[src/rtl/hlm_pkg.sv]
// ----------------------------------------------------------------------------
// hlm_pkg
// Shared types and constants of the heartbeat liveness monitor.
// ----------------------------------------------------------------------------
package hlm_pkg;

    localparam int unsigned NODES_DEFAULT = 8;
    localparam int unsigned MAX_RESULTS   = 8;
    localparam int unsigned DEAD_CNT_W    = $clog2(MAX_RESULTS + 1);

    localparam logic [31:0] TIMEOUT_RESET  = 32'd100;
    localparam logic [15:0] INTERVAL_RESET = 16'd10;

    localparam int unsigned CFG_IDX_W = 1;
    localparam logic [CFG_IDX_W-1:0] CFG_TIMEOUT  = 1'd0;
    localparam logic [CFG_IDX_W-1:0] CFG_INTERVAL = 1'd1;

    localparam logic ACT_TICK      = 1'b0;
    localparam logic ACT_HEARTBEAT = 1'b1;

    typedef struct packed {
        logic       action;
        logic [7:0] node;
    } in_item_t;

    typedef struct packed {
        logic [7:0] node_res;
        logic       became_alive;
        logic       last;
    } out_item_t;

endpackage

[src/rtl/heartbeat_liveness_monitor.sv]
// ----------------------------------------------------------------------------
// heartbeat_liveness_monitor
// Watchdog over the liveness of up to NODES remote nodes.
// ----------------------------------------------------------------------------
// The input channel carries ticks and heartbeats. A heartbeat stores the
// current time for its node in the last-seen memory and, if the node was
// dead, reports it alive with one result. A tick advances the time counter;
// once the counter passes the next check time, a sweep reads the memory one
// node per cycle, unless held by a stalled receiver, and reports every
// alive node whose silence exceeds the timeout as dead, up to MAX_RESULTS
// per sweep. The final result caused by an item carries last. The
// configuration port is always ready. A new item is accepted only in the
// idle state, so the input waits while a sweep or a report is under way;
// the sweep is paced by the single read port of the last-seen memory.
// Results are held in a pending register and an output register, so a
// stalled receiver only stops the sweep when both are full. After reset
// the time counters are zero, all nodes are dead and the timeout and
// interval take their reset values; the last-seen memory is not cleared,
// since only alive nodes are read and a node becomes alive only by a
// heartbeat that writes its entry.
// ----------------------------------------------------------------------------
module heartbeat_liveness_monitor #(
    parameter int unsigned NODES = hlm_pkg::NODES_DEFAULT
) (
    input  logic                          aclk,
    input  logic                          aresetn,
    input  logic                          s_valid,
    output logic                          s_ready,
    input  hlm_pkg::in_item_t             s_data,
    output logic                          m_valid,
    input  logic                          m_ready,
    output hlm_pkg::out_item_t            m_data,
    input  logic                          cfg_valid,
    output logic                          cfg_ready,
    input  logic [hlm_pkg::CFG_IDX_W-1:0] cfg_index,
    input  logic [31:0]                   cfg_data
);

    localparam int unsigned IDX_W = (NODES > 1) ? $clog2(NODES) : 1;
    localparam int unsigned CNT_W = $clog2(NODES + 1);

    typedef enum logic [1:0] {
        ST_IDLE,
        ST_SWEEP,
        ST_FLUSH
    } state_t;

    state_t                            state_reg;
    logic [31:0]                       timeout_reg;
    logic [15:0]                       interval_reg;
    logic [31:0]                       now_reg;
    logic [31:0]                       next_check_reg;
    logic [NODES-1:0]                  alive_reg;
    logic [CNT_W-1:0]                  issue_cnt_reg;
    logic                              cmp_valid_reg;
    logic [IDX_W-1:0]                  cmp_idx_reg;
    logic [hlm_pkg::DEAD_CNT_W-1:0]    dead_cnt_reg;
    logic                              pend_valid_reg;
    logic [7:0]                        pend_node_reg;
    logic                              pend_alive_reg;
    logic                              m_valid_reg;
    hlm_pkg::out_item_t                m_data_reg;

    logic [31:0] last_seen_mem [NODES];
    logic [31:0] rd_data_reg;

    logic              in_fire;
    logic              is_tick;
    logic              hb_in_range;
    logic [IDX_W-1:0]  hb_idx;
    logic [31:0]       now_next;
    logic [31:0]       elapsed;
    logic              out_busy;
    logic              hit;
    logic              advance;
    logic              issue_more;
    logic              rd_en;
    logic              mem_we;
    logic              m_load;

    assign s_ready   = (state_reg == ST_IDLE);
    assign cfg_ready = 1'b1;
    assign m_valid   = m_valid_reg;
    assign m_data    = m_data_reg;

    assign in_fire     = s_valid && s_ready;
    assign is_tick     = (s_data.action == hlm_pkg::ACT_TICK);
    assign hb_in_range = (s_data.node < 8'(NODES));
    assign hb_idx      = s_data.node[IDX_W-1:0];
    assign now_next    = now_reg + 32'd1;
    assign mem_we      = in_fire && !is_tick && hb_in_range;

    assign elapsed  = now_reg - rd_data_reg;
    assign out_busy = m_valid_reg && !m_ready;
    assign hit      = cmp_valid_reg && alive_reg[cmp_idx_reg] && (elapsed > timeout_reg)
                      && (dead_cnt_reg < hlm_pkg::DEAD_CNT_W'(hlm_pkg::MAX_RESULTS));
    assign advance    = !(hit && pend_valid_reg && out_busy);
    assign issue_more = (issue_cnt_reg < CNT_W'(NODES));
    assign rd_en      = (state_reg == ST_SWEEP) && advance && issue_more;
    assign m_load     = ((state_reg == ST_SWEEP) && advance && hit && pend_valid_reg)
                        || ((state_reg == ST_FLUSH) && !out_busy);

    // The memory is only written from the idle state and only read during a
    // sweep, so a read never overlaps a write to the same entry.
    always_ff @(posedge aclk) begin
        if (mem_we) begin
            last_seen_mem[hb_idx] <= now_reg;
        end
        if (rd_en) begin
            rd_data_reg <= last_seen_mem[issue_cnt_reg[IDX_W-1:0]];
        end
    end

    always_ff @(posedge aclk) begin
        if (!aresetn) begin
            state_reg      <= ST_IDLE;
            timeout_reg    <= hlm_pkg::TIMEOUT_RESET;
            interval_reg   <= hlm_pkg::INTERVAL_RESET;
            now_reg        <= '0;
            next_check_reg <= '0;
            alive_reg      <= '0;
            issue_cnt_reg  <= '0;
            cmp_valid_reg  <= 1'b0;
            dead_cnt_reg   <= '0;
            pend_valid_reg <= 1'b0;
            m_valid_reg    <= 1'b0;
        end else begin
            if (m_valid_reg && m_ready && !m_load) begin
                m_valid_reg <= 1'b0;
            end

            if (cfg_valid && cfg_ready) begin
                case (cfg_index)
                    hlm_pkg::CFG_TIMEOUT:  timeout_reg  <= cfg_data;
                    hlm_pkg::CFG_INTERVAL: interval_reg <= cfg_data[15:0];
                    default: ;
                endcase
            end

            case (state_reg)
                ST_IDLE: begin
                    if (in_fire) begin
                        if (is_tick) begin
                            now_reg <= now_next;
                            if (now_next > next_check_reg) begin
                                next_check_reg <= next_check_reg + 32'(interval_reg);
                                issue_cnt_reg  <= '0;
                                cmp_valid_reg  <= 1'b0;
                                dead_cnt_reg   <= '0;
                                state_reg      <= ST_SWEEP;
                            end
                        end else if (hb_in_range && !alive_reg[hb_idx]) begin
                            alive_reg[hb_idx] <= 1'b1;
                            pend_valid_reg    <= 1'b1;
                            pend_node_reg     <= s_data.node;
                            pend_alive_reg    <= 1'b1;
                            state_reg         <= ST_FLUSH;
                        end
                    end
                end
                ST_SWEEP: begin
                    if (advance) begin
                        if (hit) begin
                            alive_reg[cmp_idx_reg] <= 1'b0;
                            dead_cnt_reg           <= dead_cnt_reg
                                                      + hlm_pkg::DEAD_CNT_W'(1);
                            if (pend_valid_reg) begin
                                m_valid_reg             <= 1'b1;
                                m_data_reg.node_res     <= pend_node_reg;
                                m_data_reg.became_alive <= pend_alive_reg;
                                m_data_reg.last         <= 1'b0;
                            end
                            pend_valid_reg <= 1'b1;
                            pend_node_reg  <= 8'(cmp_idx_reg);
                            pend_alive_reg <= 1'b0;
                        end
                        if (issue_more) begin
                            cmp_valid_reg <= 1'b1;
                            cmp_idx_reg   <= issue_cnt_reg[IDX_W-1:0];
                            issue_cnt_reg <= issue_cnt_reg + CNT_W'(1);
                        end else begin
                            cmp_valid_reg <= 1'b0;
                            if (!cmp_valid_reg) begin
                                state_reg <= pend_valid_reg ? ST_FLUSH : ST_IDLE;
                            end
                        end
                    end
                end
                ST_FLUSH: begin
                    if (!out_busy) begin
                        m_valid_reg             <= 1'b1;
                        m_data_reg.node_res     <= pend_node_reg;
                        m_data_reg.became_alive <= pend_alive_reg;
                        m_data_reg.last         <= 1'b1;
                        pend_valid_reg          <= 1'b0;
                        state_reg               <= ST_IDLE;
                    end
                end
                default: begin
                    state_reg <= ST_IDLE;
                end
            endcase
        end
    end

    a_dead_cnt_bound: assert property (@(posedge aclk) disable iff (!aresetn)
        dead_cnt_reg <= hlm_pkg::DEAD_CNT_W'(hlm_pkg::MAX_RESULTS))
        else $error("sweep reported more deaths than allowed");

    a_hit_clears_alive: assert property (@(posedge aclk) disable iff (!aresetn)
        (state_reg == ST_SWEEP && hit && advance) |=> !alive_reg[$past(cmp_idx_reg)])
        else $error("timed-out node still marked alive");

    a_heartbeat_sets_alive: assert property (@(posedge aclk) disable iff (!aresetn)
        mem_we |=> alive_reg[$past(hb_idx)])
        else $error("heartbeat did not mark its node alive");

    a_idle_no_pending: assert property (@(posedge aclk) disable iff (!aresetn)
        (state_reg == ST_IDLE) |-> !pend_valid_reg)
        else $error("pending result left behind in idle state");

endmodule
[config.mk]
export PLATFORM = sky130hd
export DESIGN_NAME = heartbeat_liveness_monitor
export DESIGN_NICKNAME = d
export VERILOG_FILES = /design/src/rtl/hlm_pkg.sv /design/src/rtl/heartbeat_liveness_monitor.sv
export SDC_FILE = /design/constraint.sdc
export NUM_CORES = 1
export LEC_CHECK = 0
export ABC_AREA = 1
export BUFFER_PORTS_ARGS = -buffer_cell sky130_fd_sc_hd__buf_2
export CORE_MARGIN = 3
export CORE_UTILIZATION = 50
export CTS_CLUSTER_SIZE = 25
export DETAILED_ROUTE_END_ITERATION = 7
export HOLD_SLACK_MARGIN = 0.05
export PLACE_DENSITY = 0.63
export SLEW_MARGIN = 20
export SYNTH_ARGS = -nofsm -noshare
export SYNTH_HDL_FRONTEND = slang
export SYNTH_SLANG_ARGS = --single-unit
[constraint.sdc]
create_clock -name aclk -period 5.94 [get_ports aclk]
set_clock_uncertainty 0.05 [all_clocks]
set_input_delay 0 -clock aclk [delete_from_list [all_inputs] [get_ports aclk]]
set_output_delay 0 -clock aclk [all_outputs]
set_load 0.02 [all_outputs]
* After elaboration in Yosys (flattened, before gate mapping)
Memories as Yosys holds them, arrays and structs flattened. A register that Yosys moved wholly into a read port is not among the register bits.
Index checks and enable logic that the tools add are counted.
** Operators by class
- Mux-type cells :: 68
- $lt $le $gt $ge :: 9
- Bitwise gates (word level) :: 6
- Reductions and logical operators :: 42
- Equal/unequal tests :: 16
- Add/sub/neg operators :: 5
** Operators with widths (count)
- 8-bit 2-to-1 mux :: 10
- 32-bit > comparator :: 2
- 10-bit 2-to-1 mux :: 4
- 32-bit by 1-bit adder with 32-bit output (second input constant) :: 1
- 32-bit by 16-bit adder with 32-bit output :: 1
- 8-bit case mux with 2 select lines :: 2
- 32-bit subtractor :: 1
- 4-bit 2-to-1 mux :: 7
- 1-bit 2-to-1 mux :: 24
- 6-bit AND reduction :: 4
- 7-bit AND reduction :: 3
- 10-bit case mux with 2 select lines :: 1
- 1-bit logical AND :: 19
- 2-bit 2-to-1 mux :: 9
- 2-bit != test (second input constant) :: 8
- 4-bit case mux with 2 select lines :: 2
- 4-bit by 1-bit adder with 4-bit output (second input constant) :: 2
- 8-bit bitwise AND :: 1
- 3-bit by 4-bit less-than comparator with 1-bit output (second input constant) :: 2
- 4-bit less-than comparator (second input constant) :: 2
- 8-bit by 4-bit less-than comparator with 1-bit output (second input constant) :: 1
- 2-bit by 1-bit != test with 1-bit output (second input constant) :: 4
- 8-bit inverter :: 1
- 8-bit OR :: 1
- other kinds (20) :: 34
** Storage, ports and cells
- Register bits :: 155
- RAM bits :: 256
- Output and inout bits :: 13
- Memories kept :: 1
- Input bits :: 47
- Word-level logic and storage cells :: 164
** Memories
- last_seen_mem :: words 8, bits a word 32, read ports 1, clocked after Yosys merged registers in 1, wr ports 1, RTL line heartbeat_liveness_monitor.sv:64 : logic [31:0] last_seen_mem [NODES];

* Depth between registers and ports, before layout
- Depth after elaboration :: 19
- Depth in mapped cells :: 32
- Depth with buffers taken out :: 32

* Least setup slack after synthesis
No wires, ideal clock.
- Kind :: register -> register
- From :: register now_reg[0]
- To :: register m_data_reg, in the netlist m_data[0], enable pin
- Data arrival time :: 4.219 ns
- Period minus slack after synthesis :: 4.673 ns
- Setup time :: 0.404 ns
- Stages on the path, launching flop included :: 27
- Setup slack :: 1.267 ns
- Buffers on the path :: 0
- Required time :: 5.486 ns
- Cell sequence :: dfxtp_1 inv_1 ha_1 inv_1 fa_1 nand3_1 nand3_1 nand2_1 nand2_1 nand2_1 o21ai_1 a21oi_1 o21ai_1 nand3_1 nand3_1 nand2_1 ha_1 nand2_1 nor2_1 nand2_1 inv_1 nand4_1 nor2_1 nor2_2 nand4_2 nand2_1 nor4_1
** On the way
- Cells in the longest elaborated chain, start to end :: 8
- Elaborated cells between the ends (all ways) :: 9
- Classes of those cells :: add/sub (1); order compare (1); eq/ne (2); reduce/logical (5)
** RTL lines
- start, declared :: RTL line heartbeat_liveness_monitor.sv:51 : logic [31:0] now_reg;
- start signal, assigned :: RTL line heartbeat_liveness_monitor.sv:144 : now_reg <= now_next;
- 32-bit subtractor (*) :: RTL line heartbeat_liveness_monitor.sv:93 : assign elapsed = now_reg - rd_data_reg;
- 32-bit > comparator (*) :: RTL line heartbeat_liveness_monitor.sv:95 : assign hit = cmp_valid_reg && alive_reg[cmp_idx_reg] && (elapsed > timeout_reg)
- 1-bit logical AND (*) :: RTL line heartbeat_liveness_monitor.sv:95
- 1-bit logical AND (*) :: RTL line heartbeat_liveness_monitor.sv:96 : && (dead_cnt_reg < hlm_pkg::DEAD_CNT_W'(hlm_pkg::MAX_RESULTS));
- 1-bit logical AND (2 in a row) :: RTL line heartbeat_liveness_monitor.sv:97 : assign advance = !(hit && pend_valid_reg && out_busy);
- 2-bit != test (no source line)
- 6-bit AND reduction (no source line) (*)
- end, declared :: RTL line heartbeat_liveness_monitor.sv:62 : hlm_pkg::out_item_t m_data_reg;
Mark *: on every way between the ends. The rest lies on a longest branch, timed or not.
A chain may end at the register's enable or synchronous reset.

* Worst setup path after layout
- From :: register now_reg[2]
- To :: register state_reg[0]
** On the way
- Cells in the longest elaborated chain, start to end :: 8
- Elaborated cells between the ends (all ways) :: 11
- Classes of those cells :: add/sub (2); order compare (2); eq/ne (2); reduce/logical (5)
** RTL lines
- 32-bit subtractor :: RTL line heartbeat_liveness_monitor.sv:93
- 32-bit > comparator :: RTL line heartbeat_liveness_monitor.sv:95
- 1-bit logical AND :: RTL line heartbeat_liveness_monitor.sv:95
- 1-bit logical AND :: RTL line heartbeat_liveness_monitor.sv:96
- 1-bit logical AND (2 in a row) :: RTL line heartbeat_liveness_monitor.sv:97
- 2-bit != test (no source line)
- 7-bit AND reduction (no source line) (*)
- end signal, assigned :: RTL line heartbeat_liveness_monitor.sv:184 : state_reg <= pend_valid_reg ? ST_FLUSH : ST_IDLE;
- end, declared :: RTL line heartbeat_liveness_monitor.sv:48 : state_t state_reg;
Marked as above.

==> summary.md <==
| Metric | Value |
|---|---|
| Htree depth | 2 |
| Cell area after placement | around 23,000 um^2 |
| Yosys warnings | 0 |
| Total grt overflow | 0 |
| Actual transition at the worst max-transition pin | roughly 960 ps |
| Final Instance Count excl. Fillers | 3,168 |
| Drt pass-1 iters | 7 |
| CTS root buffer | clkbuf_16 |
| IO buf count | just under 60 |
| EDFF count, synth | 310 |
| Share of the synthesized area in the top cell type | a little over two fifths |
| Die height | about 220 um |
| Worst reg2reg path depth | 25 |
| GRT met3 Usage | 3.81% |
| Crit path max fanout | 13 |
| Slew Viols, Final | 0 |
| Die area | 47,000 um^2 |
| CTS tree | built |
| Most used cell, CP | nand2_1 |
| Starting density of the core | around half |
| Horiz. Die Dim | 217 um |
| Buf/Inv on CP | 3 |
| Netlist Area Pre-Place | between 20,000 and 25,000 um^2 |
| Reg2reg start | now_reg[2] |
| Num ports | 60 |
| First-pass GRT wire length | between 90,000 and 100,000 um |
| R2r setup slk | 480 ps |
| Drt initial violations | approximately 1.8k |
| Leak | ~10 nW |
| Largest net degree at the start of global routing | a little over 100 |
| Crit path launch | now_reg[2] |
| RePlAce Congestion | 0.985 |
| Area leader, netlist | edfxtp_1 |
| Initial antenna violation count | 0 |
| Skew-Pair Late Insertion Delay | between 500 and 600 ps |
| Routed WL | 61,000 um |
| Met1 usage | between 30% and 40% |
| Post-route setup TNS | 0 ps |
| Core Rows | 76 |
| Crit-path leading delay family | compound AO/OA/AOI/OAI gates |
| Register bit total from synthesis | ~440 |
| CP endpoint kind | flip-flop |
| HP Class | in -> reg |
| Core area | 43,500 um^2 |
| Critical path arrival | approximately 5900 ps |
| Final Hold Fails | 0 |
| Startpoint Class | flip-flop |
| RSZ-0062 raised after global routing | no |
| Slowest-stage cell, CP | dfxtp_1 |
| Relative slew slack | between 30% and 40% |
| Final instance area | between 20,000 and 30,000 um^2 |
| GR Util All Layers | between 20% and 30% |
| Worst-path clk slew | around 70 ps |
| Via-to-Cell Ratio | about 5.5 |
| CP Depth | 25 |
| Synth top area cells | edfxtp_1 (42%), dfxtp_1 (12%), ha_1 (6.6%), nor2_1 (6.6%), o21ai_0 (6.2%) |
| DRC violations left | 0 |
| Crit Path Category | reg -> reg |
| Layout area overhead | 13.9% |
| Vias in the first global route | between 15k and 20k |
| Most used DFF post-synth | edfxtp_1 |
| Maximum root-to-sink buffer count | 3 |
| Via count | 17.5k |
| Placed cell count | just over 3k |
| Tmin final | 5460 ps |
| Routing usage on met2 | 42.6% |
| Syn nets | approximately 2.6k |
| CP peak stage delay | 610 ps |
| Final setup fails | 0 |
| Post-Syn Instances | between 2k and 2.5k |
| Max Cap Viol | 0 |
| Biggest register | last_seen_mem |
| Post-route clock period utilization | 91.9% |
| Busiest layer in global routing | met2 |
| # diodes | 0 |
| Syn_area_per_cell | 9.15 um^2 |
| CTS Buf Count | 47 |
| Sequential-to-total area share from yosys stat | between 50% and 60% |
| Share of layout cells above drive strength 1 | about 8.6% |
| Hold depth | 4 |
| Routed wire per std cell | ~19 um |
| Status | finished clean |
| Pwr Density | about 330 nW/um^2 |
| CP Capture Point | state_reg[0] |
| Post-CTS Setup Bufs | 0 |
| Fraction of registers with async set or reset after synthesis | 0% |
| Peak VDD IR | 0.165 mV |
| R2R Path End | state_reg[0] |
| Dpl hpwl | 40,800 um |
| Synth unique cells | 50 |
| Peak Freq | around 0.18 GHz |
| Data required time of the critical path | approximately 6400 ps |
| Antenna viol nets, final | 0 |
| Final #Nets | 2,711 |
| Largest register FFs | 256 |
| Num Clock Sinks | approximately 440 |
-- tightest hold or removal path, delay by kind of cell --
family / cells / cell delay [ps]
buffers and inverters: 2 / 480
AND/OR/NAND/NOR: 2 / 210
-- cell families after synthesis --
family | count (synthesis) | synth area share (%)
AO/OA/AOI/OAI | 582 | 14.1
XOR/XNOR | 78 | 3.07
adder cells (fa/ha/maj) | 120 | 6.82
buffers and inverters | 354 | 6.14
flip-flops | 443 | 53.9
other | 1 | 0.0169
AND/OR/NAND/NOR | 852 | 16.0
-- per-layer routing --
layer  part of all wire, %  routed length (um)
met5                     0                   0
met4                   3.3                1990
met3                   6.7                4060
met2                    47               28600
met1                    43               26400
-- cells in the final DEF (no fill, tap or decap), types with 8 or more instances in the layout --
| master | instances |
|---|---|
| a21o_1 | 8 |
| clkinv_1 | 12 |
| xor2_1 | 58 |
| clkinv_2 | 8 |
| ha_1 | 118 |
| buf_2 | 58 |
| a21oi_1 | 188 |
| buf_4 | 38 |
| o21ai_0 | 274 |
| nor4_1 | 9 |
| nand2_1 | 302 |
| nand3_1 | 65 |
| nand2_2 | 9 |
| xnor2_1 | 20 |
| nor2_4 | 13 |
| o21bai_1 | 8 |
| nor3_1 | 32 |
| nand4_1 | 18 |
| inv_1 | 255 |
| nor2_1 | 379 |
| dfxtp_1 | 130 |
| clkbuf_16 | 48 |
| a31oi_1 | 34 |
| edfxtp_1 | 310 |
| dlygate4sd3_1 | 59 |
| o22ai_1 | 34 |
-- through the flow --
step | util [%] | total power (W) | hold slack, ps | setup slack (ps)
global route | 58.3 | 0.00892 | 177 | 26.2
detailed placement | 53.5 | 0.00565 | 190 | 1240
global placement | 53.5 | 0.00561 | 196 | 1390
CTS | 58.3 | 0.00852 | 93.5 | 554
finish | 58.3 | 0.00847 | 146 | 483
floorplan | - | 0.00504 | 63.2 | 1270
-- cells in the mapped netlist, types with 6 or more instances --
library cell	n
a21oi_1	188
xor2_1	58
o211ai_1	7
dfxtp_1	133
o21ai_0	274
nor2_1	388
nand2_1	302
inv_1	258
ha_1	118
a21o_1	8
nand3b_1	6
nor3_1	32
nor4_1	10
o21a_1	7
nand3_1	65
o21bai_1	8
xnor2_1	20
o22ai_1	34
nand2_2	9
a31oi_1	34
edfxtp_1	310
clkbuf_1	75
nand4_1	18
buf_2	6
-- report_power, final --
group | switching (W) | internal (W)
clock network | 0.00124 | 0.00159
logic | 0.00131 | 0.000680
registers | 0.000161 | 0.00349
total | 0.00272 | 0.00576
-- cell type report --
cell class | instances | area (um^2)
well taps | 585 | 732
clock buffers | 55 | 1240
inverters | 264 | 995
clock inverters | 33 | 251
repair buffers | 155 | 1170
fillers | 3866 | 18100
multi-input cells | 1633 | 8960
flip-flops and latches | 443 | 12000
-- how the worst min path moves through the flow --
stage	endpoint	slack [ps]	start
2_1_floorplan	interval_reg[3]	60	cfg_data[3]
3_3_place_gp	timeout_reg[5]	200	cfg_data[5]
3_5_place_dp	timeout_reg[5]	190	cfg_data[5]
4_1_cts	next_check_reg[25]	90	aresetn
5_1_grt	alive_reg[4]	180	aresetn
6_report	next_check_reg[25]	150	aresetn
-- what timing repair did --
item,CTS,global route
endpoints found under the setup margin,0,1
hold buffers,59,0
hold endpoints to repair,83,0
gates resized for setup,0,1
(Power assumes the default switching activity.)
